### src/rtl/core/tpwe_pkg.sv
// ----------------------------------------------------------------------------
// tpwe_pkg: shared types and constants of the tape pulse width encoder
// Sequence kinds, command and register codes, positions in a byte or
// checksum sequence, and the sequencer state that crosses module boundaries.
// ----------------------------------------------------------------------------
package tpwe_pkg;

	localparam int CMD_W   = 3;
	localparam int COUNT_W = 16;
	localparam int DATA_W  = 16;
	localparam int ONES_W  = 4;
	localparam int TOTAL_W = 32;
	localparam int POS_W   = 5;
	localparam int REG_W   = 3;

	// Command codes of an input item
	localparam logic [CMD_W-1:0] CMD_TICK = 3'd0;
	localparam logic [CMD_W-1:0] CMD_GAP  = 3'd1;
	localparam logic [CMD_W-1:0] CMD_MARK = 3'd2;
	localparam logic [CMD_W-1:0] CMD_BYTE = 3'd3;
	localparam logic [CMD_W-1:0] CMD_CSUM = 3'd4;

	// Configuration register indexes
	localparam logic [REG_W-1:0] REG_LONG_LOW   = 3'd0;
	localparam logic [REG_W-1:0] REG_LONG_HIGH  = 3'd1;
	localparam logic [REG_W-1:0] REG_SHORT_LOW  = 3'd2;
	localparam logic [REG_W-1:0] REG_SHORT_HIGH = 3'd3;
	localparam logic [REG_W-1:0] REG_INVERT     = 3'd4;

	// Tape mark stages: long run, short run, closing pair
	localparam logic [1:0] MARK_LONG_RUN  = 2'd0;
	localparam logic [1:0] MARK_SHORT_RUN = 2'd1;
	localparam logic [1:0] MARK_CLOSE     = 2'd2;

	// Pulse positions within byte and checksum sequences
	localparam logic [POS_W-1:0] BYTE_DATA_END = 5'd8;   // stop pulse position
	localparam logic [POS_W-1:0] BYTE_END      = 5'd9;
	localparam logic [POS_W-1:0] CSUM_LO_START = 5'd9;
	localparam logic [POS_W-1:0] CSUM_LO_LAST  = 5'd16;
	localparam logic [POS_W-1:0] CSUM_END      = 5'd19;

	typedef enum logic [2:0] {
		KIND_IDLE = 3'd0,
		KIND_GAP  = 3'd1,
		KIND_MARK = 3'd2,
		KIND_BYTE = 3'd3,
		KIND_CSUM = 3'd4
	} kind_t;

	typedef struct packed {
		kind_t              kind;
		logic [1:0]         mark_stage;
		logic               pulse_long;
		logic [COUNT_W-1:0] pulses_left;
		logic [DATA_W-1:0]  bit_shift;
		logic [POS_W-1:0]   bit_index;
	} seq_t;

	typedef struct packed {
		logic done;
		seq_t nxt;
	} pulse_t;

	// A phase width of zero counts as one sample
	function automatic logic [COUNT_W-1:0] width_of(input logic [COUNT_W-1:0] v);
		width_of = (v == '0) ? COUNT_W'(1) : v;
	endfunction

	function automatic logic [ONES_W-1:0] ones8(input logic [7:0] b);
		logic [ONES_W-1:0] acc;
		acc = '0;
		for (int i = 0; i < 8; i++) begin
			acc = acc + ONES_W'(b[i]);
		end
		ones8 = acc;
	endfunction

endpackage

### src/rtl/core/tpwe_if.sv
// ----------------------------------------------------------------------------
// tpwe_if: channel interfaces of the tape pulse width encoder
// Command channel, sample result channel and configuration write channel.
// ----------------------------------------------------------------------------
interface tpwe_req_if;
	logic                         valid;
	logic                         ready;
	logic [tpwe_pkg::CMD_W-1:0]   command;
	logic [tpwe_pkg::COUNT_W-1:0] repeat_count;
	logic [tpwe_pkg::DATA_W-1:0]  payload;

	modport source(output valid, command, repeat_count, payload, input ready);
	modport sink(input valid, command, repeat_count, payload, output ready);
endinterface

interface tpwe_rsp_if;
	logic                         valid;
	logic                         ready;
	logic                         sample_level;
	logic                         sample_valid;
	logic                         last_sample;
	logic                         load_accepted;
	logic [tpwe_pkg::ONES_W-1:0]  ones_in_byte;
	logic [tpwe_pkg::TOTAL_W-1:0] total_samples;

	modport source(output valid, sample_level, sample_valid, last_sample,
		load_accepted, ones_in_byte, total_samples, input ready);
	modport sink(input valid, sample_level, sample_valid, last_sample,
		load_accepted, ones_in_byte, total_samples, output ready);
endinterface

interface tpwe_cfg_if;
	logic                        valid;
	logic                        ready;
	logic [tpwe_pkg::REG_W-1:0]  index;
	logic [tpwe_pkg::DATA_W-1:0] data;

	modport source(output valid, index, data, input ready);
	modport sink(input valid, index, data, output ready);
endinterface

### src/rtl/core/tpwe_pulse_sel.sv
// ----------------------------------------------------------------------------
// tpwe_pulse_sel: next pulse selection
// From the sequencer state, picks whether the next pulse is long or short
// and advances the run counters, or flags the end of the sequence.
// ----------------------------------------------------------------------------
module tpwe_pulse_sel (
	input  tpwe_pkg::seq_t   cur,
	output tpwe_pkg::pulse_t res
);

	logic                          done;
	logic                          is_long;
	tpwe_pkg::seq_t                nxt;
	logic [tpwe_pkg::POS_W-1:0]    pos;
	logic [tpwe_pkg::POS_W-1:0]    lo_off;

	assign pos    = cur.bit_index;
	assign lo_off = pos - tpwe_pkg::CSUM_LO_START;

	// Select the next pulse for the running sequence
	always_comb begin
		nxt     = cur;
		done    = 1'b0;
		is_long = 1'b0;
		unique case (cur.kind)
			tpwe_pkg::KIND_GAP: begin
				if (cur.pulses_left != '0) begin
					nxt.pulses_left = cur.pulses_left - 1'b1;
				end else begin
					done = 1'b1;
				end
			end
			tpwe_pkg::KIND_MARK: begin
				if (cur.pulses_left != '0) begin
					nxt.pulses_left = cur.pulses_left - 1'b1;
					is_long         = (cur.mark_stage != tpwe_pkg::MARK_SHORT_RUN);
				end else if (cur.mark_stage == tpwe_pkg::MARK_LONG_RUN) begin
					// enter the short run, or skip it when n is zero
					if (cur.bit_shift != '0) begin
						nxt.mark_stage  = tpwe_pkg::MARK_SHORT_RUN;
						nxt.pulses_left = cur.bit_shift - 1'b1;
					end else begin
						nxt.mark_stage  = tpwe_pkg::MARK_CLOSE;
						nxt.pulses_left = tpwe_pkg::COUNT_W'(1);
						is_long         = 1'b1;
					end
				end else if (cur.mark_stage == tpwe_pkg::MARK_SHORT_RUN) begin
					nxt.mark_stage  = tpwe_pkg::MARK_CLOSE;
					nxt.pulses_left = tpwe_pkg::COUNT_W'(1);
					is_long         = 1'b1;
				end else begin
					done = 1'b1;
				end
			end
			tpwe_pkg::KIND_BYTE: begin
				if (pos >= tpwe_pkg::BYTE_END) begin
					done = 1'b1;
				end else begin
					nxt.bit_index = pos + 1'b1;
					if (pos < tpwe_pkg::BYTE_DATA_END) begin
						is_long = cur.bit_shift[3'd7 - pos[2:0]];
					end else begin
						is_long = 1'b1;
					end
				end
			end
			tpwe_pkg::KIND_CSUM: begin
				if (pos >= tpwe_pkg::CSUM_END) begin
					done = 1'b1;
				end else begin
					nxt.bit_index = pos + 1'b1;
					if (pos < tpwe_pkg::BYTE_DATA_END) begin
						is_long = cur.bit_shift[8 + 3'd7 - pos[2:0]];
					end else if (pos >= tpwe_pkg::CSUM_LO_START
						&& pos <= tpwe_pkg::CSUM_LO_LAST) begin
						is_long = cur.bit_shift[3'd7 - lo_off[2:0]];
					end else begin
						is_long = 1'b1;
					end
				end
			end
			default: begin
				done = 1'b1;
			end
		endcase

		// Drop back to idle at the end of the sequence
		if (done) begin
			nxt.kind       = tpwe_pkg::KIND_IDLE;
			nxt.mark_stage = '0;
			nxt.pulse_long = 1'b0;
		end else begin
			nxt.pulse_long = is_long;
		end
	end

	assign res.done = done;
	assign res.nxt  = nxt;

endmodule

### src/rtl/core/tape_pulse_width_encoder.sv
// ----------------------------------------------------------------------------
// tape_pulse_width_encoder: cassette signal sample generator
// Runs gap, tape mark, byte and checksum pulse sequences one sample per tick.
//
//   Channel  Dir  Transfer             Carries
//   req      in   valid && ready       command, repeat_count, payload
//   rsp      out  valid && ready       sample flags, ones count, sample total
//   cfg      in   valid (ready is 1)   register index, 16-bit write data
//
// Every command yields one result in the cycle after its transfer; a new
// command is taken every cycle while the result register is empty or being
// drained. The rate is set by the single state update between the command
// transfer and the result register. rsp stalls hold the result and block req.
// Reset clears the sequencer to idle, the total to zero and the registers to
// their defaults; no clearing pass is needed.
// ----------------------------------------------------------------------------
module tape_pulse_width_encoder (
	input  logic            clk,
	input  logic            arst_n,
	tpwe_req_if.sink        req,
	tpwe_rsp_if.source      rsp,
	tpwe_cfg_if.sink        cfg
);

	// Configuration registers
	logic [tpwe_pkg::COUNT_W-1:0] long_low_q, long_high_q, short_low_q, short_high_q;
	logic                         invert_q;

	// Sequencer state
	tpwe_pkg::seq_t               seq_q;
	logic                         phase_high_q;
	logic [tpwe_pkg::COUNT_W-1:0] samples_left_q;
	logic [tpwe_pkg::TOTAL_W-1:0] total_q;

	// Result register
	logic                         out_valid_q;
	logic                         level_q, smp_valid_q, last_q, acc_q;
	logic [tpwe_pkg::ONES_W-1:0]  ones_q;

	// Next-state signals
	logic                         accept, busy, is_tick, is_load, load_ok;
	tpwe_pkg::seq_t               loaded, sel_in, seq_d;
	tpwe_pkg::pulse_t             po;
	logic                         phase_high_d;
	logic [tpwe_pkg::COUNT_W-1:0] samples_left_d, sl_dec, low_width;
	logic [tpwe_pkg::TOTAL_W-1:0] total_d;
	logic                         level_d, smp_valid_d, last_d;
	logic [tpwe_pkg::ONES_W-1:0]  ones_d;

	assign cfg.ready = 1'b1;
	assign req.ready = !out_valid_q || rsp.ready;
	assign accept    = req.valid && req.ready;
	assign busy      = (seq_q.kind != tpwe_pkg::KIND_IDLE);
	assign is_tick   = (req.command == tpwe_pkg::CMD_TICK);
	assign is_load   = (req.command == tpwe_pkg::CMD_GAP) || (req.command == tpwe_pkg::CMD_MARK)
		|| (req.command == tpwe_pkg::CMD_BYTE) || (req.command == tpwe_pkg::CMD_CSUM);
	assign load_ok   = is_load && !busy;

	// Write configuration registers
	always_ff @(posedge clk or negedge arst_n) begin
		if (!arst_n) begin
			long_low_q   <= tpwe_pkg::COUNT_W'(1);
			long_high_q  <= tpwe_pkg::COUNT_W'(1);
			short_low_q  <= tpwe_pkg::COUNT_W'(1);
			short_high_q <= tpwe_pkg::COUNT_W'(1);
			invert_q     <= 1'b0;
		end else if (cfg.valid && cfg.ready) begin
			unique case (cfg.index)
				tpwe_pkg::REG_LONG_LOW:   long_low_q   <= cfg.data;
				tpwe_pkg::REG_LONG_HIGH:  long_high_q  <= cfg.data;
				tpwe_pkg::REG_SHORT_LOW:  short_low_q  <= cfg.data;
				tpwe_pkg::REG_SHORT_HIGH: short_high_q <= cfg.data;
				tpwe_pkg::REG_INVERT:     invert_q     <= cfg.data[0];
				default: ;
			endcase
		end
	end

	// Build the sequencer state of a fresh load
	always_comb begin
		loaded            = '0;
		loaded.kind       = tpwe_pkg::kind_t'(req.command);
		if (req.command == tpwe_pkg::CMD_GAP || req.command == tpwe_pkg::CMD_MARK) begin
			loaded.pulses_left = req.repeat_count;
			loaded.bit_shift   = req.repeat_count;
		end else if (req.command == tpwe_pkg::CMD_BYTE) begin
			loaded.bit_shift   = {8'd0, req.payload[7:0]};
		end else begin
			loaded.bit_shift   = req.payload;
		end
	end

	assign sel_in = load_ok ? loaded : seq_q;

	tpwe_pulse_sel u_pulse_sel (
		.cur (sel_in),
		.res (po)
	);

	assign low_width = po.nxt.pulse_long ? tpwe_pkg::width_of(long_low_q)
		: tpwe_pkg::width_of(short_low_q);
	assign sl_dec    = samples_left_q - tpwe_pkg::COUNT_W'(samples_left_q != '0);

	// Advance the sequencer for a tick or a load
	always_comb begin
		seq_d          = seq_q;
		phase_high_d   = phase_high_q;
		samples_left_d = samples_left_q;
		total_d        = total_q;
		level_d        = 1'b0;
		smp_valid_d    = 1'b0;
		last_d         = 1'b0;
		ones_d         = '0;
		if (is_tick && busy) begin
			level_d        = phase_high_q ^ invert_q;
			smp_valid_d    = 1'b1;
			total_d        = total_q + 1'b1;
			samples_left_d = sl_dec;
			if (sl_dec == '0) begin
				if (!phase_high_q) begin
					phase_high_d   = 1'b1;
					samples_left_d = seq_q.pulse_long ? tpwe_pkg::width_of(long_high_q)
						: tpwe_pkg::width_of(short_high_q);
				end else begin
					seq_d          = po.nxt;
					phase_high_d   = 1'b0;
					samples_left_d = po.done ? '0 : low_width;
					last_d         = po.done;
				end
			end
		end else if (load_ok) begin
			seq_d          = po.nxt;
			phase_high_d   = 1'b0;
			samples_left_d = po.done ? '0 : low_width;
			if (req.command == tpwe_pkg::CMD_BYTE) begin
				ones_d = tpwe_pkg::ones8(req.payload[7:0]);
			end
		end
	end

	// Update sequencer state on a command transfer
	always_ff @(posedge clk or negedge arst_n) begin
		if (!arst_n) begin
			seq_q          <= '0;
			phase_high_q   <= 1'b0;
			samples_left_q <= '0;
			total_q        <= '0;
		end else if (accept) begin
			seq_q          <= seq_d;
			phase_high_q   <= phase_high_d;
			samples_left_q <= samples_left_d;
			total_q        <= total_d;
		end
	end

	// Hold the result until the sink takes it
	always_ff @(posedge clk or negedge arst_n) begin
		if (!arst_n) begin
			out_valid_q <= 1'b0;
		end else if (accept) begin
			out_valid_q <= 1'b1;
		end else if (rsp.ready) begin
			out_valid_q <= 1'b0;
		end
	end

	always_ff @(posedge clk) begin
		if (accept) begin
			level_q     <= level_d;
			smp_valid_q <= smp_valid_d;
			last_q      <= last_d;
			acc_q       <= load_ok;
			ones_q      <= ones_d;
		end
	end

	assign rsp.valid         = out_valid_q;
	assign rsp.sample_level  = level_q;
	assign rsp.sample_valid  = smp_valid_q;
	assign rsp.last_sample   = last_q;
	assign rsp.load_accepted = acc_q;
	assign rsp.ones_in_byte  = ones_q;
	assign rsp.total_samples = total_q;

	// Idle sequencer holds no phase
	a_idle_clear: assert property (@(posedge clk) disable iff (!arst_n)
		!busy |-> (!phase_high_q && samples_left_q == '0))
		else $error("idle sequencer with pending phase");

	// A running phase always has a sample left
	a_busy_phase: assert property (@(posedge clk) disable iff (!arst_n)
		busy |-> (samples_left_q != '0))
		else $error("busy sequencer with empty phase");

	// The last sample of a sequence leaves the sequencer idle
	a_last_idle: assert property (@(posedge clk) disable iff (!arst_n)
		(rsp.valid && rsp.last_sample) |-> !busy)
		else $error("sequencer still busy after last sample");

	// A load result never carries a sample
	a_load_no_sample: assert property (@(posedge clk) disable iff (!arst_n)
		(rsp.valid && rsp.load_accepted) |-> (!rsp.sample_valid && !rsp.last_sample))
		else $error("load result flagged as sample");

	// A stalled result blocks new commands
	a_stall_blocks: assert property (@(posedge clk) disable iff (!arst_n)
		(rsp.valid && !rsp.ready) |-> !req.ready)
		else $error("command taken while result stalled");

endmodule
### src/flat_wrapper.sv
// flat-port wrapper written by rule: the top's interface ports become plain ports
module tape_pulse_width_encoder_flat 
  (clk, arst_n, req_valid, req_command, req_repeat_count, req_payload, req_ready, rsp_valid, rsp_sample_level, rsp_sample_valid, rsp_last_sample, rsp_load_accepted, rsp_ones_in_byte, rsp_total_samples, rsp_ready, cfg_valid, cfg_index, cfg_data, cfg_ready);
  tpwe_req_if req_i ();
  tpwe_rsp_if rsp_i ();
  tpwe_cfg_if cfg_i ();
  input  logic clk;
  input  logic arst_n;
  input wire logic [$bits(req_i.valid)-1:0] req_valid;
  input wire logic [$bits(req_i.command)-1:0] req_command;
  input wire logic [$bits(req_i.repeat_count)-1:0] req_repeat_count;
  input wire logic [$bits(req_i.payload)-1:0] req_payload;
  output wire logic [$bits(req_i.ready)-1:0] req_ready;
  output wire logic [$bits(rsp_i.valid)-1:0] rsp_valid;
  output wire logic [$bits(rsp_i.sample_level)-1:0] rsp_sample_level;
  output wire logic [$bits(rsp_i.sample_valid)-1:0] rsp_sample_valid;
  output wire logic [$bits(rsp_i.last_sample)-1:0] rsp_last_sample;
  output wire logic [$bits(rsp_i.load_accepted)-1:0] rsp_load_accepted;
  output wire logic [$bits(rsp_i.ones_in_byte)-1:0] rsp_ones_in_byte;
  output wire logic [$bits(rsp_i.total_samples)-1:0] rsp_total_samples;
  input wire logic [$bits(rsp_i.ready)-1:0] rsp_ready;
  input wire logic [$bits(cfg_i.valid)-1:0] cfg_valid;
  input wire logic [$bits(cfg_i.index)-1:0] cfg_index;
  input wire logic [$bits(cfg_i.data)-1:0] cfg_data;
  output wire logic [$bits(cfg_i.ready)-1:0] cfg_ready;
  assign req_i.valid = req_valid;
  assign req_i.command = req_command;
  assign req_i.repeat_count = req_repeat_count;
  assign req_i.payload = req_payload;
  assign req_ready = req_i.ready;
  assign rsp_valid = rsp_i.valid;
  assign rsp_sample_level = rsp_i.sample_level;
  assign rsp_sample_valid = rsp_i.sample_valid;
  assign rsp_last_sample = rsp_i.last_sample;
  assign rsp_load_accepted = rsp_i.load_accepted;
  assign rsp_ones_in_byte = rsp_i.ones_in_byte;
  assign rsp_total_samples = rsp_i.total_samples;
  assign rsp_i.ready = rsp_ready;
  assign cfg_i.valid = cfg_valid;
  assign cfg_i.index = cfg_index;
  assign cfg_i.data = cfg_data;
  assign cfg_ready = cfg_i.ready;
  tape_pulse_width_encoder u_core (.clk(clk), .arst_n(arst_n), .req(req_i), .rsp(rsp_i), .cfg(cfg_i));
endmodule
### config.mk
export PLATFORM = sky130hd
export DESIGN_NAME = tape_pulse_width_encoder_flat
export DESIGN_NICKNAME = d
export VERILOG_FILES = /design/src/rtl/core/tpwe_pkg.sv /design/src/rtl/core/tpwe_if.sv /design/src/rtl/core/tpwe_pulse_sel.sv /design/src/rtl/core/tape_pulse_width_encoder.sv /design/src/flat_wrapper.sv
export SDC_FILE = /design/constraint.sdc
export NUM_CORES = 1
export LEC_CHECK = 0
export CAP_MARGIN = 20
export CORE_ASPECT_RATIO = 0.9
export CORE_MARGIN = 2
export CORE_UTILIZATION = 50
export CTS_CLUSTER_DIAMETER = 80
export CTS_CLUSTER_SIZE = 25
export DETAILED_ROUTE_END_ITERATION = 8
export DONT_BUFFER_PORTS = 1
export SETUP_SLACK_MARGIN = 0.02
export SLEW_MARGIN = 20
export SYNTH_ARGS = -nofsm -noshare
export SYNTH_HDL_FRONTEND = slang
export SYNTH_SLANG_ARGS = --single-unit
### constraint.sdc
create_clock -name clk -period 7.55 [get_ports clk]
set_input_delay 0.3775 -clock clk [delete_from_list [all_inputs] [get_ports clk]]
set_output_delay 0.3775 -clock clk [all_outputs]
set_load 0.01 [all_outputs]
==> reports/qor.yml <==
outcome:
  status: "completed"
synth:
  syn-cell-area_sq_um: 10370
  synthFlopType: "dfrtp_1"
  ys_seq_area_frac: 0.4047
  ys_warn_count: 0
  async_reset_ff_frac: 0.9518
  ys_ff_latch: 166
  avgSynthCellArea_sq_um: 9.222
  synth-edff-count: 8
  synth_nets: 1199
  yosys.cell_types.count: 79
  syn_inst: 1125
critical_path:
  ff2ff_path_depth: 14
  critical_path.startpoint: "u_core.samples_left_q[4]"
  cp-start-kind: "flip-flop"
  regToRegStartpoint: "u_core.samples_left_q[4]"
  critPathArrivalTime_ns: 5.34
  crit_required_ns: 7.87
  end_kind: "flip-flop"
  regToRegEndpoint: "u_core.seq_q[0]"
  endpoint: "u_core.seq_q[0]"
  reg2reg_slack_ns: 2.54
  worstSetupPathType: "flip-flop to flip-flop"
  cp_max_fo: 25
clocking:
  numClockSinks: 166
  clockBufferDepth: 2
  htree_levels: 4
  cts_buffers: 17
  cts_resized: 0
  clk_pin_slew_ns: 0.07
  cts.root.buffer_cell: "clkbuf_16"
  insertion_delay_ns: 0.44
  cts_tree: "done"
finish:
  antenna_cells: 0
  area.growth.synth_to_final_pct: 7.043
  fin_util: 0.5506
  drive_above_1_share: 0.1220
  nets: 1159
route:
  via_per_inst: 6.508
  routed_wl_um: 29710
  antenna_left: 0
  dr.pass1.iters: 6
  avgRoutedWirePerCell_um: 21.96
  vias: 8805
  drt_iter0_drc: 1044
  remaining_drc_errors: 0
placement:
  detailed_place_hpwl_um: 21530
  place_congestion: 0.9571
  port_buffers: 0
die:
  start_util: 0.5144
  die-area_sq_um: 21920
  die_y_um: 140.7
  pin_count: 102
  die_w_um: 155.8
  rows: 49
  core_sq_um: 20170
sta:
  finalClockSkew_ns: 0.01130
  relSlewSlack: 0.2714
  max_freq_ghz: 0.1994
  hold-worst-slack_ns: 0.04896
  final.min_clock_period_ns: 5.014
  slew_viol_final: 0
  rsz0062_at_grt: "false"
  period_share: 0.6641
  finalHoldViolCount: 0
  setup_tns_ns: 0
  finalSetupViolCount: 0
  max_slew.worst_pin.slew_ns: 1.093
grt:
  track_usage: 0.2803
  grt_pass1_vias: 8217
  grt_max_degree: 159
  antenna_found_initial: 1
  gr-total-overflow: 0
  grt_pass1_wl_um: 47410
power_and_ir_drop:
  cellPowerDensity_nw_per_um2: 371.5
  peakVddDrop_v: 0.0001586
  power_leakage_nw: 4.464
min_path:
  min_path_type: "primary input to flip-flop"
job:
  drv_cap: 0
-- sequential cells by signal, summed over array words and instances (netlist names) --
name,count
u_core.rsp.valid,1
u_core.seq_q,43
u_core.rsp.load_accepted,1
u_core.short_high_q,16
u_core.long_high_q,16
u_core.rsp.total_samples,32
u_core.rsp.sample_valid,1
u_core.short_low_q,16
u_core.rsp.sample_level,1
u_core.rsp.last_sample,1
u_core.samples_left_q,16
u_core.rsp.ones_in_byte,4
u_core.invert_q,1
u_core.phase_high_q,1
u_core.long_low_q,16
-- what timing repair did --
| action | 4_1_cts | 5_1_grt |
|---|---|---|
| hold endpoints to repair | 158 | 0 |
| hold buffers | 2 | 0 |
| buffers inserted | 0 | 0 |
| setup endpoints to repair | 0 | 0 |
-- metrics by stage --
| stage | setup slack [ns] | instances | area, sq um | total power, mW |
|---|---|---|---|---|
| 6_report | 2.536 | 1353 | 11110 | 4.125 |
| 3_5_place_dp | 2.670 | 1319 | 10470 | 3.201 |
| 4_1_cts | 2.642 | 1353 | 11110 | 4.105 |
| 5_1_grt | 2.035 | 1353 | 11110 | 4.404 |
| 2_1_floorplan | 3.684 | 1125 | 10380 | 2.732 |
| 3_3_place_gp | 2.837 | 1319 | 10470 | 3.180 |
-- cells in the mapped netlist (5+ instances only) --
master / instances / share of area
dfrtp_1: 154 / 0.37
nor3_1: 28 / 0.014
mux2_2: 68 / 0.074
or3_1: 17 / 0.010
inv_1: 32 / 0.012
o211ai_1: 10 / 0.0072
nand3_1: 38 / 0.018
o221ai_1: 8 / 0.0068
mux2i_1: 32 / 0.031
clkbuf_1: 48 / 0.017
o32ai_1: 6 / 0.0051
o21a_1: 9 / 0.0065
nor2_1: 95 / 0.034
o21ai_1: 12 / 0.0058
nor4_1: 24 / 0.014
xnor2_1: 38 / 0.032
a22oi_1: 17 / 0.012
a31oi_1: 14 / 0.0084
nand2b_1: 10 / 0.0060
and3_1: 17 / 0.010
o22ai_1: 13 / 0.0078
o21ai_0: 60 / 0.029
buf_1: 6 / 0.0022
or4_1: 6 / 0.0043
a22o_1: 6 / 0.0051
o31ai_1: 16 / 0.012
ha_1: 11 / 0.013
xor2_1: 15 / 0.013
nor2b_1: 7 / 0.0042
edfxtp_1: 8 / 0.023
o311ai_0: 5 / 0.0042
a211oi_1: 6 / 0.0043
a21oi_1: 55 / 0.027
nand4_1: 13 / 0.0078
a221oi_1: 7 / 0.0059
and2_1: 9 / 0.0054
nand2_1: 104 / 0.038
buf_2: 11 / 0.0053
-- worst min path at each step --
stage              start                to  slack (ns)  depth (start not counted)
6_report       req_valid  u_core.rsp.valid        0.05                          1
5_1_grt        req_valid  u_core.rsp.valid        0.03                          1
4_1_cts        req_valid  u_core.rsp.valid        0.04                          1
3_5_place_dp      arst_n  u_core.seq_q[40]        0.09                          0
3_3_place_gp      arst_n  u_core.seq_q[12]        0.09                          0
2_1_floorplan     arst_n   u_core.invert_q        0.08                          0
-- area by class of cell --
type / instances / area [sq um]
clock inverters: 15 / 173.9
clock buffers: 17 / 425.4
well taps: 255 / 319.1
multi-input cells: 856 / 5759
fillers: 1848 / 9065
repair buffers: 11 / 105.1
flip-flops and latches: 166 / 4199
inverters: 33 / 123.9
-- routing by layer --
metal / GRT usage / vias up / routed length, um
met1: 0.4446 / 4340 / 14820
met2: 0.3805 / 355 / 12020
met3: 0.07501 / 21 / 2586
met5: 0 / - / 0
met4: 0.05649 / 0 / 280
li1: - / 4089 / -
-- report_power, final --
group          internal [mW]  switching (mW)
Combinational          0.714            1.10
Sequential              1.12           0.311
Clock                  0.448           0.426
-- kinds of logic (layout without fill, tap and decap cells) --
| group | Yosys count | in the layout | share of synthesized area |
|---|---|---|---|
| AOI/OAI and AO/OA | 288 | 288 | 0.1848 |
| xor gates and xnor gates | 53 | 53 | 0.04474 |
| adders and majority gates | 17 | 17 | 0.02291 |
| buffers and inverters | 103 | 76 | 0.04088 |
| DFF | 166 | 166 | 0.4047 |
| muxes | 104 | 104 | 0.1134 |
| other | 1 | 1 | 0.0003614 |
| and+or+nand+nor | 393 | 393 | 0.1883 |
-- worst max-delay path, stage by stage, from the launching register on --
cell,delay (ns)
dfrtp_1,0.48
nor4_2,0.62
nand2_1,0.20
nor2_1,0.16
nand4_1,0.12
ha_1,0.25
ha_1,0.38
inv_1,0.21
nor3_1,0.08
nor3_1,0.19
nand4_1,0.15
nor4_1,0.56
o21a_1,0.92
o21ai_0,0.28
a22o_1,0.30
-- layout by cell type (no fill, tap or decap), drive strengths merged, types with 25 or more instances in the layout --
cell and n:
a21oi 55, o21ai 73, nor2 95, mux2i 32, nor4 25, nand2 104
mux2 68, dfrtp 154, inv 42, nor3 30, nand3 39, xnor2 38
(Power assumes the default switching activity.)
